`config.mk`:
```
export PLATFORM = sky130hd
export DESIGN_NAME = irg_mix
export DESIGN_NICKNAME = d
export VERILOG_FILES = /design/src/rtl/irg_pkg.sv /design/src/rtl/irg_mix.sv
export SDC_FILE = /design/constraint.sdc
export NUM_CORES = 1
export LEC_CHECK = 0
export BUFFER_PORTS_ARGS = -buffer_cell sky130_fd_sc_hd__buf_2
export CAP_MARGIN = 20
export CORE_MARGIN = 4
export CORE_UTILIZATION = 50
export CTS_BUF_LIST = sky130_fd_sc_hd__clkbuf_4
export CTS_CLUSTER_DIAMETER = 200
export DETAILED_ROUTE_END_ITERATION = 10
export HOLD_SLACK_MARGIN = 0.08
export MAX_ROUTING_LAYER = met4
export PLACE_DENSITY = 0.67
export SLEW_MARGIN = 20
export SYNTH_ARGS = -nofsm -noshare
export SYNTH_HDL_FRONTEND = slang
export SYNTH_SLANG_ARGS = --single-unit
export TNS_END_PERCENT = 20
```
`constraint.sdc`:
```
create_clock -name clk -period 5 [get_ports clk]
set_input_delay 1 -clock clk [delete_from_list [all_inputs] [get_ports clk]]
set_output_delay 1 -clock clk [all_outputs]
set_load 0.01 [all_outputs]
```
`src/rtl/irg_pkg.sv`:
```
// ----------------------------------------------------------------------------
// ISAAC generator package
// Sizes, opcodes, the mixer command bundle and the shift helpers.
// ----------------------------------------------------------------------------
`default_nettype none

package irg_pkg;

  // Memory geometry
  localparam int LOG2_WORDS = 8;
  localparam int WORDS      = 1 << LOG2_WORDS;
  localparam int IDX_W      = LOG2_WORDS;
  localparam int CNT_W      = LOG2_WORDS + 1;

  localparam logic [31:0] GOLDEN = 32'h9E37_79B9;

  // Opcodes
  localparam logic [1:0] OP_LOAD   = 2'd0;
  localparam logic [1:0] OP_INIT   = 2'd1;
  localparam logic [1:0] OP_DRAW   = 2'd2;
  localparam logic [1:0] OP_UNUSED = 2'd3;

  typedef logic [31:0] word_t;

  // Command to the eight-word mixer
  typedef struct packed {
    logic       load_golden;
    logic       step_en;
    logic [2:0] step_idx;
    logic       add_en;
    logic       rot_en;
  } mix_cmd_t;

  // Shift applied to the second word in each scramble step
  function automatic word_t scramble_shift(input logic [2:0] step, input word_t w);
    word_t r;
    unique case (step)
      3'd0: r = w << 11;
      3'd1: r = w >> 2;
      3'd2: r = w << 8;
      3'd3: r = w >> 16;
      3'd4: r = w << 10;
      3'd5: r = w >> 4;
      3'd6: r = w << 8;
      3'd7: r = w >> 9;
      default: r = w;
    endcase
    return r;
  endfunction

  // Accumulator shift used in the refill loop
  function automatic word_t refill_mix(input logic [1:0] phase, input word_t a);
    word_t r;
    unique case (phase)
      2'd0: r = a << 13;
      2'd1: r = a >> 6;
      2'd2: r = a << 2;
      2'd3: r = a >> 16;
      default: r = a;
    endcase
    return r;
  endfunction

endpackage

`default_nettype wire

```
`src/rtl/irg_mix.sv`:
```
// ----------------------------------------------------------------------------
// ISAAC eight-word mixer
// Holds the set-up vector; one scramble step, add-in or rotation per cycle.
// ----------------------------------------------------------------------------
`default_nettype none

module irg_mix import irg_pkg::*; (
  input  logic     clk,
  input  mix_cmd_t cmd,
  input  word_t    add_data,
  output word_t    head_word
);

  word_t v_r   [8];
  word_t v_nxt [8];
  word_t w     [8];
  word_t t;

  // Work on fixed positions 0..3, then rotate so the next step sees its words there
  always_comb begin
    t = v_r[0] ^ scramble_shift(cmd.step_idx, v_r[1]);
    for (int k = 0; k < 8; k++) begin
      w[k]     = v_r[k];
      v_nxt[k] = v_r[k];
    end
    if (cmd.step_en) begin
      w[0] = t;
      w[3] = v_r[3] + t;
      w[1] = v_r[1] + v_r[2];
    end else if (cmd.add_en) begin
      w[0] = v_r[0] + add_data;
    end
    priority if (cmd.load_golden) begin
      for (int k = 0; k < 8; k++) begin
        v_nxt[k] = GOLDEN;
      end
    end else if (cmd.step_en || cmd.add_en || cmd.rot_en) begin
      for (int k = 0; k < 8; k++) begin
        v_nxt[k] = w[(k + 1) % 8];
      end
    end else begin
      // hold the vector
      for (int k = 0; k < 8; k++) begin
        v_nxt[k] = v_r[k];
      end
    end
  end

  always_ff @(posedge clk) begin
    for (int k = 0; k < 8; k++) begin
      v_r[k] <= v_nxt[k];
    end
  end

  assign head_word = v_r[0];

endmodule

`default_nettype wire

```
Yosys cells after proc, flatten, opt, wreduce, memory -nomap -nowiden
Memories as Yosys holds them, arrays and structs flattened.
Cells that the tools add are included.
W data, S select, Z words.

storage, ports and cells
  bits in registers = 0
  bits in writable memories = 256
  input port bits = 40
  output and inout port bits = 32
  logic and storage cells = 23
  memories = 1

memories
  memory  words  bits a word  rd ports  clocked after Yosys merged registers in  write ports  line           text
  v_r     8      32           8         0                                        8            irg_mix.sv:14  word_t v_r [8];

operators by class
  add/subtract/negate cells = 3
  eq/ne operators = 7
  multiplexer cells = 7
  bitwise operators = 1
  reductions and logical operators = 4

operator list
  operator              count
  $mux W256             2
  $pmux W32 S7          1
  $mux W32              4
  $add A32 B32 Y32      3
  $xor A32 B32 Y32      1
  $eq A3 B3 Y1 const B  4
  $eq A3 B2 Y1 const B  2
  $eq A3 B1 Y1 const B  1
  $logic_not A3 Y1      1
  $logic_or A1 B1 Y1    2
  $reduce_or A2 Y1      1

Logic depth before layout (Yosys ltp)
Gate-level depths: netlist of run 1.

  depth after elaboration = 8
  depth in mapped cells = 18
  mapped depth without buffers = 17

Worst setup path after synthesis of run 1
No wires, ideal clock.

  kind = input to register
  start point = in cmd[3] (netlist bit)
  end point = mem v_r[0][92] (netlist bit)
  library setup time = 0.115 ns
  arrival = 4.443 ns
  required time = 4.885 ns
  path slack = 0.442 ns
  stages on the path = 15
  path buffers = 2
  cell sequence = buf_1 > buf_1 > mux4_2 > a21oi_1 > xnor2_1 > ha_1 > a211oi_1 > nor2_1 > or3_1 > o22ai_2 > o21ai_1 > a221oi_2 > o21ai_1 > or4_1 > a31o_1

RTL lines
  item             line           text
  start, declared  irg_mix.sv:9   input mix_cmd_t cmd,
  end, declared    irg_mix.sv:14

==> results.txt, run 1 <==
- Of the cells placed in the final design, the portion with a size suffix greater than 1 is 0.119.
- DIE AREA: 37,200 sq um
* Remaining design rule violation count: 0
- TritonCTS built the clock tree.
- In this run the vertical extent of the chip is 193 um.
- Entering global routing, the biggest net connects 161 pins.
- Number of flip-flops under the largest register name: 256
* Core area: 33,600 sq um
- The largest registers in the layout are v_r: 256 flops.
* EDFF count, synth: 0
* Commonest register cell after synthesis: sky130_fd_sc_hd__dfxtp_1
* Syn avg cell area: 7.73 sq um
* Routability cong.: 0.973
- The total count of hold-check failures in the final report was 0.
* Flops & latches, synth: 256
- Of the total power, registers draw 0.360.
- Combinational power share: 0.375
- Clock tree synthesis inserted a total of 74 buffers.
- The share of synthesized area in the top cell type comes to 0.300.
* Cts hold-fix bufs: 0
- By area the synthesized netlist is led by sky130_fd_sc_hd__dfxtp_1 30%, sky130_fd_sc_hd__nand2_1 9.5%, sky130_fd_sc_hd__ha_1 7.0%.
- The die is 193 um wide.
- The first global-routing pass estimated 90.0 mm of wire.
- Cell with the largest stage delay on the worst path: sky130_fd_sc_hd__nor2_1
- Based on the critical path, the design can be clocked at up to 228 MHz.
- For this run, the slowest stage of the critical path takes 0.48 ns.
- Setup repair after global routing left no endpoint under its margin.
- Endpoint kind of the worst setup timing path: flip-flop
- Vias in the first global route: 15,269
* Signed area change from the synthesized netlist to the final layout: 7.65%
* Crit path arrival time: 5.05 ns
- Cell type with the highest occurrence count on the critical path: sky130_fd_sc_hd__a211oi_1
- In this run the deepest clock path goes through 3 buffers.
* DRC violation total after the first TritonRoute iteration: 1,397
- sky130_fd_sc_hd__dfxtp_1 takes more of the synthesized area than any other cell.
- The internal portion of the total power is 0.00434 W.
* Placed inst area: 17,500 sq um
* Result of the run: completed
- In the finished design, the share of the clock period the worst path needs comes to 0.876.
- Fraction of power spent switching nets: 0.398
- Clock insertion delay at the later pin of the skew report: 0.78 ns
- In the synthesized netlist the async set-or-reset flop fraction comes to 0.
- After detailed routing, the total wire length is 58.7 mm.
* Leakage Power: 7.79 nW
- Max IR drop VDD: 0.243 mV
- In this run the tightest slew margin relative to its limit is 0.297.
- The number of antenna violations at the first check in global routing is 1.
- Post-DP HPWL: 42.5 mm
* Crit path time final: 4.38 ns
- Of the synthesized area, sequential elements account for 0.300.
* Clock H-tree levels: 3
- Once detail routing completed, the nets flagged for antenna violations numbered 0.
* Number of buffer cells added on primary ports: 71
* Synth Net Count: 2,348
- Buffer cell driving the clock tree root: sky130_fd_sc_hd__clkbuf_4
- CTS clk-pin slew, worst paths: 0.07 ns
- Data on the critical path is required at its endpoint by 5.66 ns.
- Number of pins exceeding their max-slew limit in the final report: 0
- Cell Area, Synth: 17,100 sq um
- In the global route stage, overall resource usage came out at 0.323.
- After detailed routing, the average wire length per cell comes to 21.7 um.
- Dividing total power by cell area gives a power density of 392 nW/um^2.
* Net switching power figure: 0.00286 W
* Most frequently used cell type in the post-synthesis netlist: sky130_fd_sc_hd__nand2_1
* Number of filler cells placed in the layout: 3,302
- Area of all placed cells without fillers: 18,400 sq um
- Clock skew on the completed layout was measured at 0.0797 ns.
- Gates resized during post-CTS repair numbered 0.
- Power after layout: 0.00720 W
* Distinct cell type count of the synthesized netlist: 89
- Counting every sink on the clock net gives 256.
- The floorplan has 67 rows.
- For the pin with the worst max-slew slack, the measured transition is 1.05 ns.
- The number of setup buffers added after CTS is 0.
- In this run the worst path has a maximum fanout of 8.
* Number of nets in the layout: 2,347
- Ordered cell list for the critical path: buf_2, nand2b_1, nor2_1, a22oi_1, xnor2_1, ha_1, inv_1, fa_1, nor2b_1, o21bai_1, a211oi_1, or2_1, a211o_1, nand3_1, o21ba_2, xor2_1, a211oi_1
- Across the run, the number of max-cap violations was 0.
- Kind of path behind the tightest hold check: flip-flop to flip-flop
* Synth warnings: 0
* Vias: 16,315
- Synthesis produced 2,209 cells.
- TritonRoute pass-1 iters: 6
* CP startpoint kind: input pin
* Global-route congestion overflow total: 0
- Register bank with the most flops: v_r
- Top cells by instance count after synthesis: 432 x sky130_fd_sc_hd__nand2_1, 256 x sky130_fd_sc_hd__dfxtp_1, 217 x sky130_fd_sc_hd__a21oi_1
* Path type of the worst setup path: input pin to flip-flop
- Of the total power, the clock network draws 0.265.
- Setup violations remaining at the end of the flow were counted as 0.
- For this design the top-level I/O count stands at 72.
- Dividing the detail-routed via count by the number of cells gives 6.03.
* Starting Density: 0.508
[layout by cell type, fill, tap and decap left out, types with 12 or more instances in the layout]
cell type	synthesis	final
sky130_fd_sc_hd__a211oi_1	65	65
sky130_fd_sc_hd__mux2i_1	58	58
sky130_fd_sc_hd__clkbuf_4	1	106
sky130_fd_sc_hd__nand3_1	23	23
sky130_fd_sc_hd__inv_1	42	42
sky130_fd_sc_hd__nand3b_1	100	100
sky130_fd_sc_hd__xor2_1	31	31
sky130_fd_sc_hd__a21oi_1	217	217
sky130_fd_sc_hd__nand2_1	432	431
sky130_fd_sc_hd__dfxtp_1	256	256
sky130_fd_sc_hd__a211o_1	33	33
sky130_fd_sc_hd__o21ai_1	17	17
sky130_fd_sc_hd__xnor2_1	74	74
sky130_fd_sc_hd__o21bai_1	21	21
sky130_fd_sc_hd__o21ai_0	124	124
sky130_fd_sc_hd__ha_1	96	96
sky130_fd_sc_hd__nor3_1	21	20
sky130_fd_sc_hd__nand2b_1	16	16
sky130_fd_sc_hd__clkinv_1	1	14
sky130_fd_sc_hd__nand4_1	12	12
sky130_fd_sc_hd__nor2b_1	30	30
sky130_fd_sc_hd__nor2_1	106	105
sky130_fd_sc_hd__o21a_1	13	13
sky130_fd_sc_hd__o31ai_1	12	12
sky130_fd_sc_hd__a21o_1	48	48
sky130_fd_sc_hd__buf_4	33	32
sky130_fd_sc_hd__buf_2	1	69
[per-layer routing]
metal | up-vias | global-route usage | wire length [um]
met5 | - | - | 0
met4 | 0 | 0.174 | 3530
met3 | 150 | 0.0463 | 3100
met2 | 532 | 0.502 | 26700
met1 | 7785 | 0.405 | 25400
li1 | 7848 | - | -
[kinds of logic (layout without fill, tap and decap cells)]
| kind of cell | after synthesis | count (layout) | share of synthesized area |
|---|---|---|---|
| buffers and inverters | 228 | 276 | 0.0608 |
| and+or+nand+nor | 794 | 794 | 0.220 |
| AOI/OAI and AO/OA | 658 | 658 | 0.248 |
| xor gates and xnor gates | 105 | 105 | 0.0539 |
| DFF | 256 | 256 | 0.300 |
| other | 0 | 2 | 0 |
| adders and majority gates | 99 | 99 | 0.0739 |
| muxes | 69 | 69 | 0.0432 |
[worst paths after layout]
path	from	to	slack, ns	cells past startpoint
setup reg to reg	v_r[0][36]	v_r[0][88]	0.77	17
setup / recovery	cmd[3]	v_r[0][88]	0.62	17
hold / removal	v_r[1][19]	v_r[0][115]	0.43	2
hold reg to reg	v_r[1][19]	v_r[0][115]	0.43	2
[final cells by class]
class	count	area (sq um)	area share
multi-input combinational	1725	10900	0.595
sequential	256	5120	0.279
clock buffer	106	796	0.0433
timing repair buffer	108	717	0.0390
tap	448	561	0.0305
inverter	43	161	0.00878
clock inverter	19	83.8	0.00456
antenna	2	5.00	0.000272
[through the flow]
stage                     setup WS [ns]  instances  hold WS (ns)  TNS (ns)  utilization
after floorplan                   0.442       2209         0.429         0            -
after global placement           0.0700       2580         0.439         0        0.520
after detailed placement       -0.00714       2580         0.444  -0.00714        0.520
after CTS                         0.782       2705         0.440         0        0.546
after global routing              0.339       2707         0.465         0        0.547
final                             0.619       2707         0.426         0        0.547
[worst max-delay path, delay by kind of cell]
kind	cells	cell delay (ns)
and+or+nand+nor	5	1.28
AOI/OAI and AO/OA	6	1.48
xor gates and xnor gates	2	0.41
adders and majority gates	2	0.67
buffers and inverters	2	0.20
[power by group through the flow]
stage / registers (W) / logic, W / clock network (W)
3_3_place_gp: 0.00262 / 0.00264 / 0
6_report: 0.00259 / 0.00270 / 0.00191
2_1_floorplan: 0.00243 / 0.00204 / 0
3_5_place_dp: 0.00263 / 0.00266 / 0
5_1_grt: 0.00260 / 0.00297 / 0.00206
4_1_cts: 0.00258 / 0.00268 / 0.00196
Power figures use the tool's default switching activity.
==> run 2, diff against run 1 <==
- CORE_UTILIZATION: 50 -> 65
- PLACE_DENSITY: 0.67 -> 0.83
==> results.txt, run 2 (synthesized netlist as in run 1, its figures left out) <==
* Total setup violations reported at the end of the flow: 0
- Worst reg2reg startpoint: v_r[0][36]
- Gate family responsible for the most delay along the worst path: compound AO/OA/AOI/OAI gates
- Max stage delay on crit path: 0.46 ns
- In this run the number of H-tree levels came out at 3.
* Met3 Wirelength: 4.13 mm
- Entering global routing, the biggest net connects 151 pins.
- Net switching power figure: 0.00285 W
- Post-route clock period utilization: 0.854
* Global-route congestion overflow total: 0
* Overall fraction of global-route tracks in use: 0.406
* Combinational power share: 0.382
* Average via count per standard cell: 6.55
- Launch point of the worst hold path: v_r[1][102]
- Leakage Power: 7.83 nW
* Fraction of power spent switching nets: 0.398
* Wire length of the first global-routing pass: 89.4 mm
- The core region is 25,900 sq um.
- Worst slack at placement: 0.177 ns
- The detail route stage leaves a number of antenna-violating nets equal to 0.
- For this design, the CTS-stage hold fixing added 0 buffers.
- Measured along the y axis, the die boundary spans 170 um.
- At the end of the flow, the number of nets in the layout was 2,356.
* CTS buffer count: 70
- Pin placement for this block handled 72 I/O pins.
- DIE AREA: 28,900 sq um
- Skew final: 0.0770 ns
* Die Span X: 170 um
* Number of pins exceeding their max-slew limit in the final report: 0
* Maximum count of clock buffers along a single path: 3
- CTS clk-pin slew, worst paths: 0.06 ns
- The worst-case IR drop observed on VDD is 0.346 mV.
- Buffer count from post-CTS setup fixing: 0
* Cell with the largest stage delay on the worst path: sky130_fd_sc_hd__a211oi_1
- Post-DP HPWL: 42.0 mm
- Worst Hold Depth: 2
- At the worst endpoint, the required time is 5.60 ns.
- At the pin with the least slew margin, the transition time is 0.895 ns.
* Register bank with the most flops: v_r
- Pwr/cell area: 392 nW/um^2
- Of the total power, registers draw 0.362.
* Wire length after detailed routing: 58.5 mm
* Most used cells in the layout excluding fill and tap cells: 431 x sky130_fd_sc_hd__nand2_1, 256 x sky130_fd_sc_hd__dfxtp_1, 217 x sky130_fd_sc_hd__a21oi_1, 124 x sky130_fd_sc_hd__o21ai_0, 105 x sky130_fd_sc_hd__nor2_1
- Buffer cell driving the clock tree root: sky130_fd_sc_hd__clkbuf_4
- Leaving out fill and tap cells, the most frequent cell in the layout is sky130_fd_sc_hd__nand2_1.
- The first detailed-routing pass took 6 iterations.
* Number of buffer cells added on primary ports: 71
* Sink Count: 256
* Fraction of layout instances using a drive strength above 1: 0.121
- Biggest registers after layout: v_r: 256 flops
* Worst R2R Setup Slack: 0.75 ns
- The register with the most flip-flops in the layout has 256 of them.
- The later pin in the worst-skew pair is clocked with a latency of 0.73 ns.
* Hold EP: v_r[1][70]
- Vias in the first global route: 15,835
* Total internal power: 0.00432 W
* Number of antenna violations at the first check in global routing: 2
- Clock tree from TritonCTS: yes
- Along the worst path, the maximum fanout reaches 9.
- Reg2Reg Depth: 18
* Routed wire length per instance: 22.5 um
- Share of total power in the clock network: 0.255
- Vias: 16,987
- STA classifies the critical path endpoint as a flip-flop.
- Headroom to the max-slew limit came out at 0.403.
* Signed area change from the synthesized netlist to the final layout: 7.27%
* Final-layout setup total negative slack: 0 ns
- Result of the run: completed
* Ordered cell list for the critical path: buf_2, buf_4, nand2_1, o21ai_0, a22o_1, a22oi_1, xnor2_1, ha_1, inv_1, fa_1, nor2b_1, o21bai_1, a211oi_1, or2_1, a211o_1, buf_4, nand3_1, o21ba_2, xor2_1, a211oi_1
- End of the worst register-to-register path: v_r[0][88]
* Row count: 59
* Top Layer Used: met4
* CP startpoint kind: input pin
* RSZ-0062 raised after global routing: no
* Crit path time final: 4.27 ns
* Count of instances resized after the clock tree is built: 0
* Routability cong.: 1.08
* Hold Violations, Final: 0
- After layout, the worst setup slack is 0.729 ns.
- The critical path is of the input pin to flip-flop type.
- For this run, design rule violations remaining after detail routing come to 0.
* Crit path arrival time: 4.87 ns
- Timing would allow up to 234 MHz.
- DRC violation total after the first TritonRoute iteration: 1,738
* Starting Density: 0.659
* Kind of path behind the tightest hold check: flip-flop to flip-flop
- Routed metal-1 wire length: 23.1 mm
- The tool flagged a number of max-cap violations equal to 0.
- The critical path contains buffers and inverters numbering 4 combined.
- Met2 wire len: 26.3 mm
[run 2: cell types whose count changed in the layout (fill, tap and decap cells not counted)]
cell / change
sky130_fd_sc_hd__buf_12: +2
sky130_fd_sc_hd__clkinv_1: -3
sky130_fd_sc_hd__clkinv_2: -1
sky130_fd_sc_hd__inv_2: -1
sky130_fd_sc_hd__bufinv_16: +1
sky130_fd_sc_hd__buf_4: +11
sky130_fd_sc_hd__inv_6: +2
sky130_fd_sc_hd__clkinv_4: +2
sky130_fd_sc_hd__clkbuf_4: -12
[run 2: power by group through the flow]
stage / clock [W] / combinational (W) / sequential [W]
floorplan: 0 / 0.00204 / 0.00243
CTS: 0.00185 / 0.00269 / 0.00258
finish: 0.00183 / 0.00274 / 0.00260
global route: 0.00195 / 0.00299 / 0.00259
detailed placement: 0 / 0.00266 / 0.00262
global placement: 0 / 0.00262 / 0.00262
[run 2: layout make-up]
class / count / area, sq um
clock buffers: 94 / 706
flip-flops and latches: 256 / 5120
well taps: 335 / 419
inverters: 43 / 161
clock inverters: 19 / 129
fillers: 2140 / 7600
diodes: 2 / 5.00
repair buffers: 121 / 840
multi-input cells: 1725 / 10900
[run 2: how the worst max path moves through the flow]
stage | startpoint | endpoint | slack, ns | cells past startpoint
finish | cmd[3] | v_r[0][88] | 0.73 | 20
global placement | cmd[3] | v_r[0][92] | 0.30 | 16
CTS | cmd[3] | v_r[0][88] | 0.82 | 20
detailed placement | cmd[3] | v_r[0][88] | 0.18 | 20
global route | v_r[0][36] | v_r[0][88] | 0.39 | 18
floorplan | cmd[3] | v_r[0][92] | 0.44 | 15
[run 2: worst min-delay path: cells and delay by family, from the launching register on]
| family | cells | cell delay [ns] |
|---|---|---|
| DFF | 1 | 0.31 |
| and+or+nand+nor | 1 | 0.05 |
| AOI/OAI and AO/OA | 1 | 0.05 |
[run 2: metrics by stage]
step	hold slack [ns]	area [sq um]	cells	total power (W)	utilization
after floorplan	0.429	17100	2209	0.00447	-
after global placement	0.438	17500	2480	0.00523	0.674
after detailed placement	0.442	17500	2480	0.00529	0.674
after CTS	0.425	18300	2593	0.00711	0.706
after global routing	0.467	18300	2595	0.00753	0.707
final	0.444	18300	2595	0.00717	0.707
[run 2: routing by layer]
metal / GRT usage / vias up
met4: 0.274 / 0
met1: 0.490 / 8012
met5: - / -
met2: 0.631 / 863
li1: - / 7855
met3: 0.0551 / 257
==> run 3, diff against run 2 <==
- CTS_BUF_LIST: sky130_fd_sc_hd__clkbuf_4 -> sky130_fd_sc_hd__clkbuf_2
==> results.txt, run 3 (synthesized netlist as in run 1, its figures left out) <==
- Achievable frequency: 239 MHz
- Setup repair after global routing left no endpoint under its margin.
* CTS clk-pin slew, worst paths: 0.10 ns
* Path type of the worst setup path: flip-flop to flip-flop
- Biggest registers after layout: v_r: 256 flops
- The number of antenna violations at the first check in global routing was 1.
- Crit path arrival time: 4.93 ns
- At the end of routability-driven placement, the weighted congestion stood at 1.08.
- DRC violation total after the first TritonRoute iteration: 1,740
- Post-route clock period utilization: 0.837
- CTS buffer count: 69
- Worst R2R Setup Slack: 0.81 ns
* Overall fraction of global-route tracks in use: 0.404
- Die Y-Extent: 170 um
- At the pin with the least slew margin, the transition time is 0.908 ns.
- Once the clock tree was built, the setup fixing pass inserted 0 buffers.
- Launch point of the worst hold path: v_r[1][102]
* Maximum count of clock buffers along a single path: 3
- Count of instances resized after the clock tree is built: 0
- Measured along the x axis, the die boundary spans 170 um.
- Detailed routing inserted a total of 16,921 vias.
* Worst reg2reg startpoint: v_r[0][36]
- For this design the ratio of total power to cell area is 379 nW/um^2.
- Result of the run: completed
- The first TritonRoute pass finished after 6 iterations.
- Number of nets in the layout: 2,355
* Required time of the critical path: 5.74 ns
* Total setup violations reported at the end of the flow: 0
- TritonCTS built the clock tree.
- Clock H-tree levels: 3
* Signed area change from the synthesized netlist to the final layout: 6.02%
- Power after layout: 0.00687 W
- CP max FO: 6
- After detailed routing, the number of remaining DRC violations is 0.
- Fraction of layout instances using a drive strength above 1: 0.120
- Max IR drop VDD: 0.306 mV
* Final-layout setup total negative slack: 0 ns
- Starting Density: 0.659
* Reg2Reg Depth: 17
- For this design, the CTS-stage hold fixing added 0 buffers.
- Top-level port count: 72
* Max-cap violations: 0
- The register with the most flip-flops in the layout has 256 of them.
- Antenna violation net count after detailed routing: 0
* Tightest slew margin relative to the limit: 0.395
- In this run the critical register-to-register path is captured at v_r[0][92].
* Worst Hold Depth: 2
- Vias in the first global route: 15,733
- The initialized floorplan defines 59 standard-cell rows.
- Kind of path behind the tightest hold check: flip-flop to flip-flop
- The worst hold path terminates at v_r[1][70].
* Wire length of the first global-routing pass: 89.2 mm
- Pin count of the biggest net entering global routing: 151
* Average via count per standard cell: 6.53
- Number of buffer cells added on primary ports: 71
* Endpoint kind of the worst setup timing path: flip-flop
- CP startpoint kind: flip-flop
- Skew final: 0.128 ns
- For this design the static power due to leakage is 7.80 nW.
- Dividing the detail-routed wire length by the instance count gives 22.4 um.
- The HPWL after detailed placement is 42.0 mm.
- Most common cell after layout, fill and taps aside: sky130_fd_sc_hd__nand2_1
* Crit path time final: 4.19 ns
- Placed inst area: 17,500 sq um
- The max-slew violation total from the final report came to 0.
* Hold Violations, Final: 0
* Core area: 25,900 sq um
- The clock reaches the later pin of the worst-skew pair after 0.89 ns.
- Area of all placed cells without fillers: 18,100 sq um
- DIE AREA: 28,900 sq um
- Summed over all layers, the global routing overflow is 0.
- Wire length after detailed routing: 58.0 mm
- Most used cells in the layout excluding fill and tap cells: 431 x sky130_fd_sc_hd__nand2_1, 256 x sky130_fd_sc_hd__dfxtp_1, 217 x sky130_fd_sc_hd__a21oi_1, 124 x sky130_fd_sc_hd__o21ai_0, 105 x sky130_fd_sc_hd__nor2_1
* Buffer cell driving the clock tree root: sky130_fd_sc_hd__clkbuf_2
- Counting every sink on the clock net gives 256.
* Register bank with the most flops: v_r
## run 3: changes by cell type in the layout (fill, tap and decap cells not counted)
cell | previous run | this run
sky130_fd_sc_hd__bufinv_16 | 1 | 3
sky130_fd_sc_hd__clkbuf_2 | 0 | 91
sky130_fd_sc_hd__clkbuf_4 | 94 | 0
sky130_fd_sc_hd__clkinv_1 | 11 | 12
sky130_fd_sc_hd__clkinv_4 | 3 | 1
sky130_fd_sc_hd__inv_2 | 0 | 2
sky130_fd_sc_hd__inv_6 | 2 | 0
## run 3: report_power, final
part | total (W) | switching (W) | internal, W
clock network | 0.00153 | 0.000887 | 0.000647
logic | 0.00274 | 0.00160 | 0.00114
registers | 0.00259 | 0.000345 | 0.00225
## run 3: stage by stage
step	util	std cells	hold slack, ns	setup slack (ns)
2_1_floorplan	-	2209	0.429	0.442
3_3_place_gp	0.674	2480	0.438	0.295
3_5_place_dp	0.674	2480	0.442	0.177
4_1_cts	0.698	2591	0.385	0.893
5_1_grt	0.698	2593	0.436	0.445
6_report	0.698	2593	0.415	0.815
## run 3: layout make-up
class,count,area (sq um)
multi-input cells,1725,10900
fillers,2173,7820
flip-flops and latches,256,5120
repair buffers,121,840
clock buffers,91,455
well taps,335,419
clock inverters,20,165
inverters,43,161
diodes,2,5.00
## run 3: critical path, cell delays in order (launching register included)
cell and delay (ns):
sky130_fd_sc_hd__dfxtp_1 0.52, sky130_fd_sc_hd__inv_1 0.13, sky130_fd_sc_hd__o21ai_0 0.22, sky130_fd_sc_hd__a22o_1 0.16, sky130_fd_sc_hd__a22oi_1 0.10, sky130_fd_sc_hd__xnor2_1 0.26
sky130_fd_sc_hd__ha_1 0.26, sky130_fd_sc_hd__inv_1 0.07, sky130_fd_sc_hd__fa_1 0.43, sky130_fd_sc_hd__nor2b_1 0.19, sky130_fd_sc_hd__o21bai_1 0.13, sky130_fd_sc_hd__a211oi_1 0.45
sky130_fd_sc_hd__o22ai_2 0.20, sky130_fd_sc_hd__o21ai_1 0.30, sky130_fd_sc_hd__a221oi_2 0.13, sky130_fd_sc_hd__o21ai_1 0.18, sky130_fd_sc_hd__nand4_1 0.12, sky130_fd_sc_hd__a31o_1 0.23
## run 3: worst max path at each step
stage | from | to | slack, ns | cells past startpoint
2_1_floorplan | cmd[3] | v_r[0][92] | 0.44 | 15
3_3_place_gp | cmd[3] | v_r[0][92] | 0.30 | 16
3_5_place_dp | cmd[3] | v_r[0][88] | 0.18 | 20
4_1_cts | v_r[0][36] | v_r[0][88] | 0.89 | 18
5_1_grt | v_r[0][36] | v_r[0][88] | 0.44 | 18
6_report | v_r[0][36] | v_r[0][92] | 0.81 | 17
## run 3: routing by layer
layer,routed length (um),global-route usage
met4,4940,0.275
met1,22700,0.490
met3,4350,0.0588
met5,0,-
met2,26000,0.622
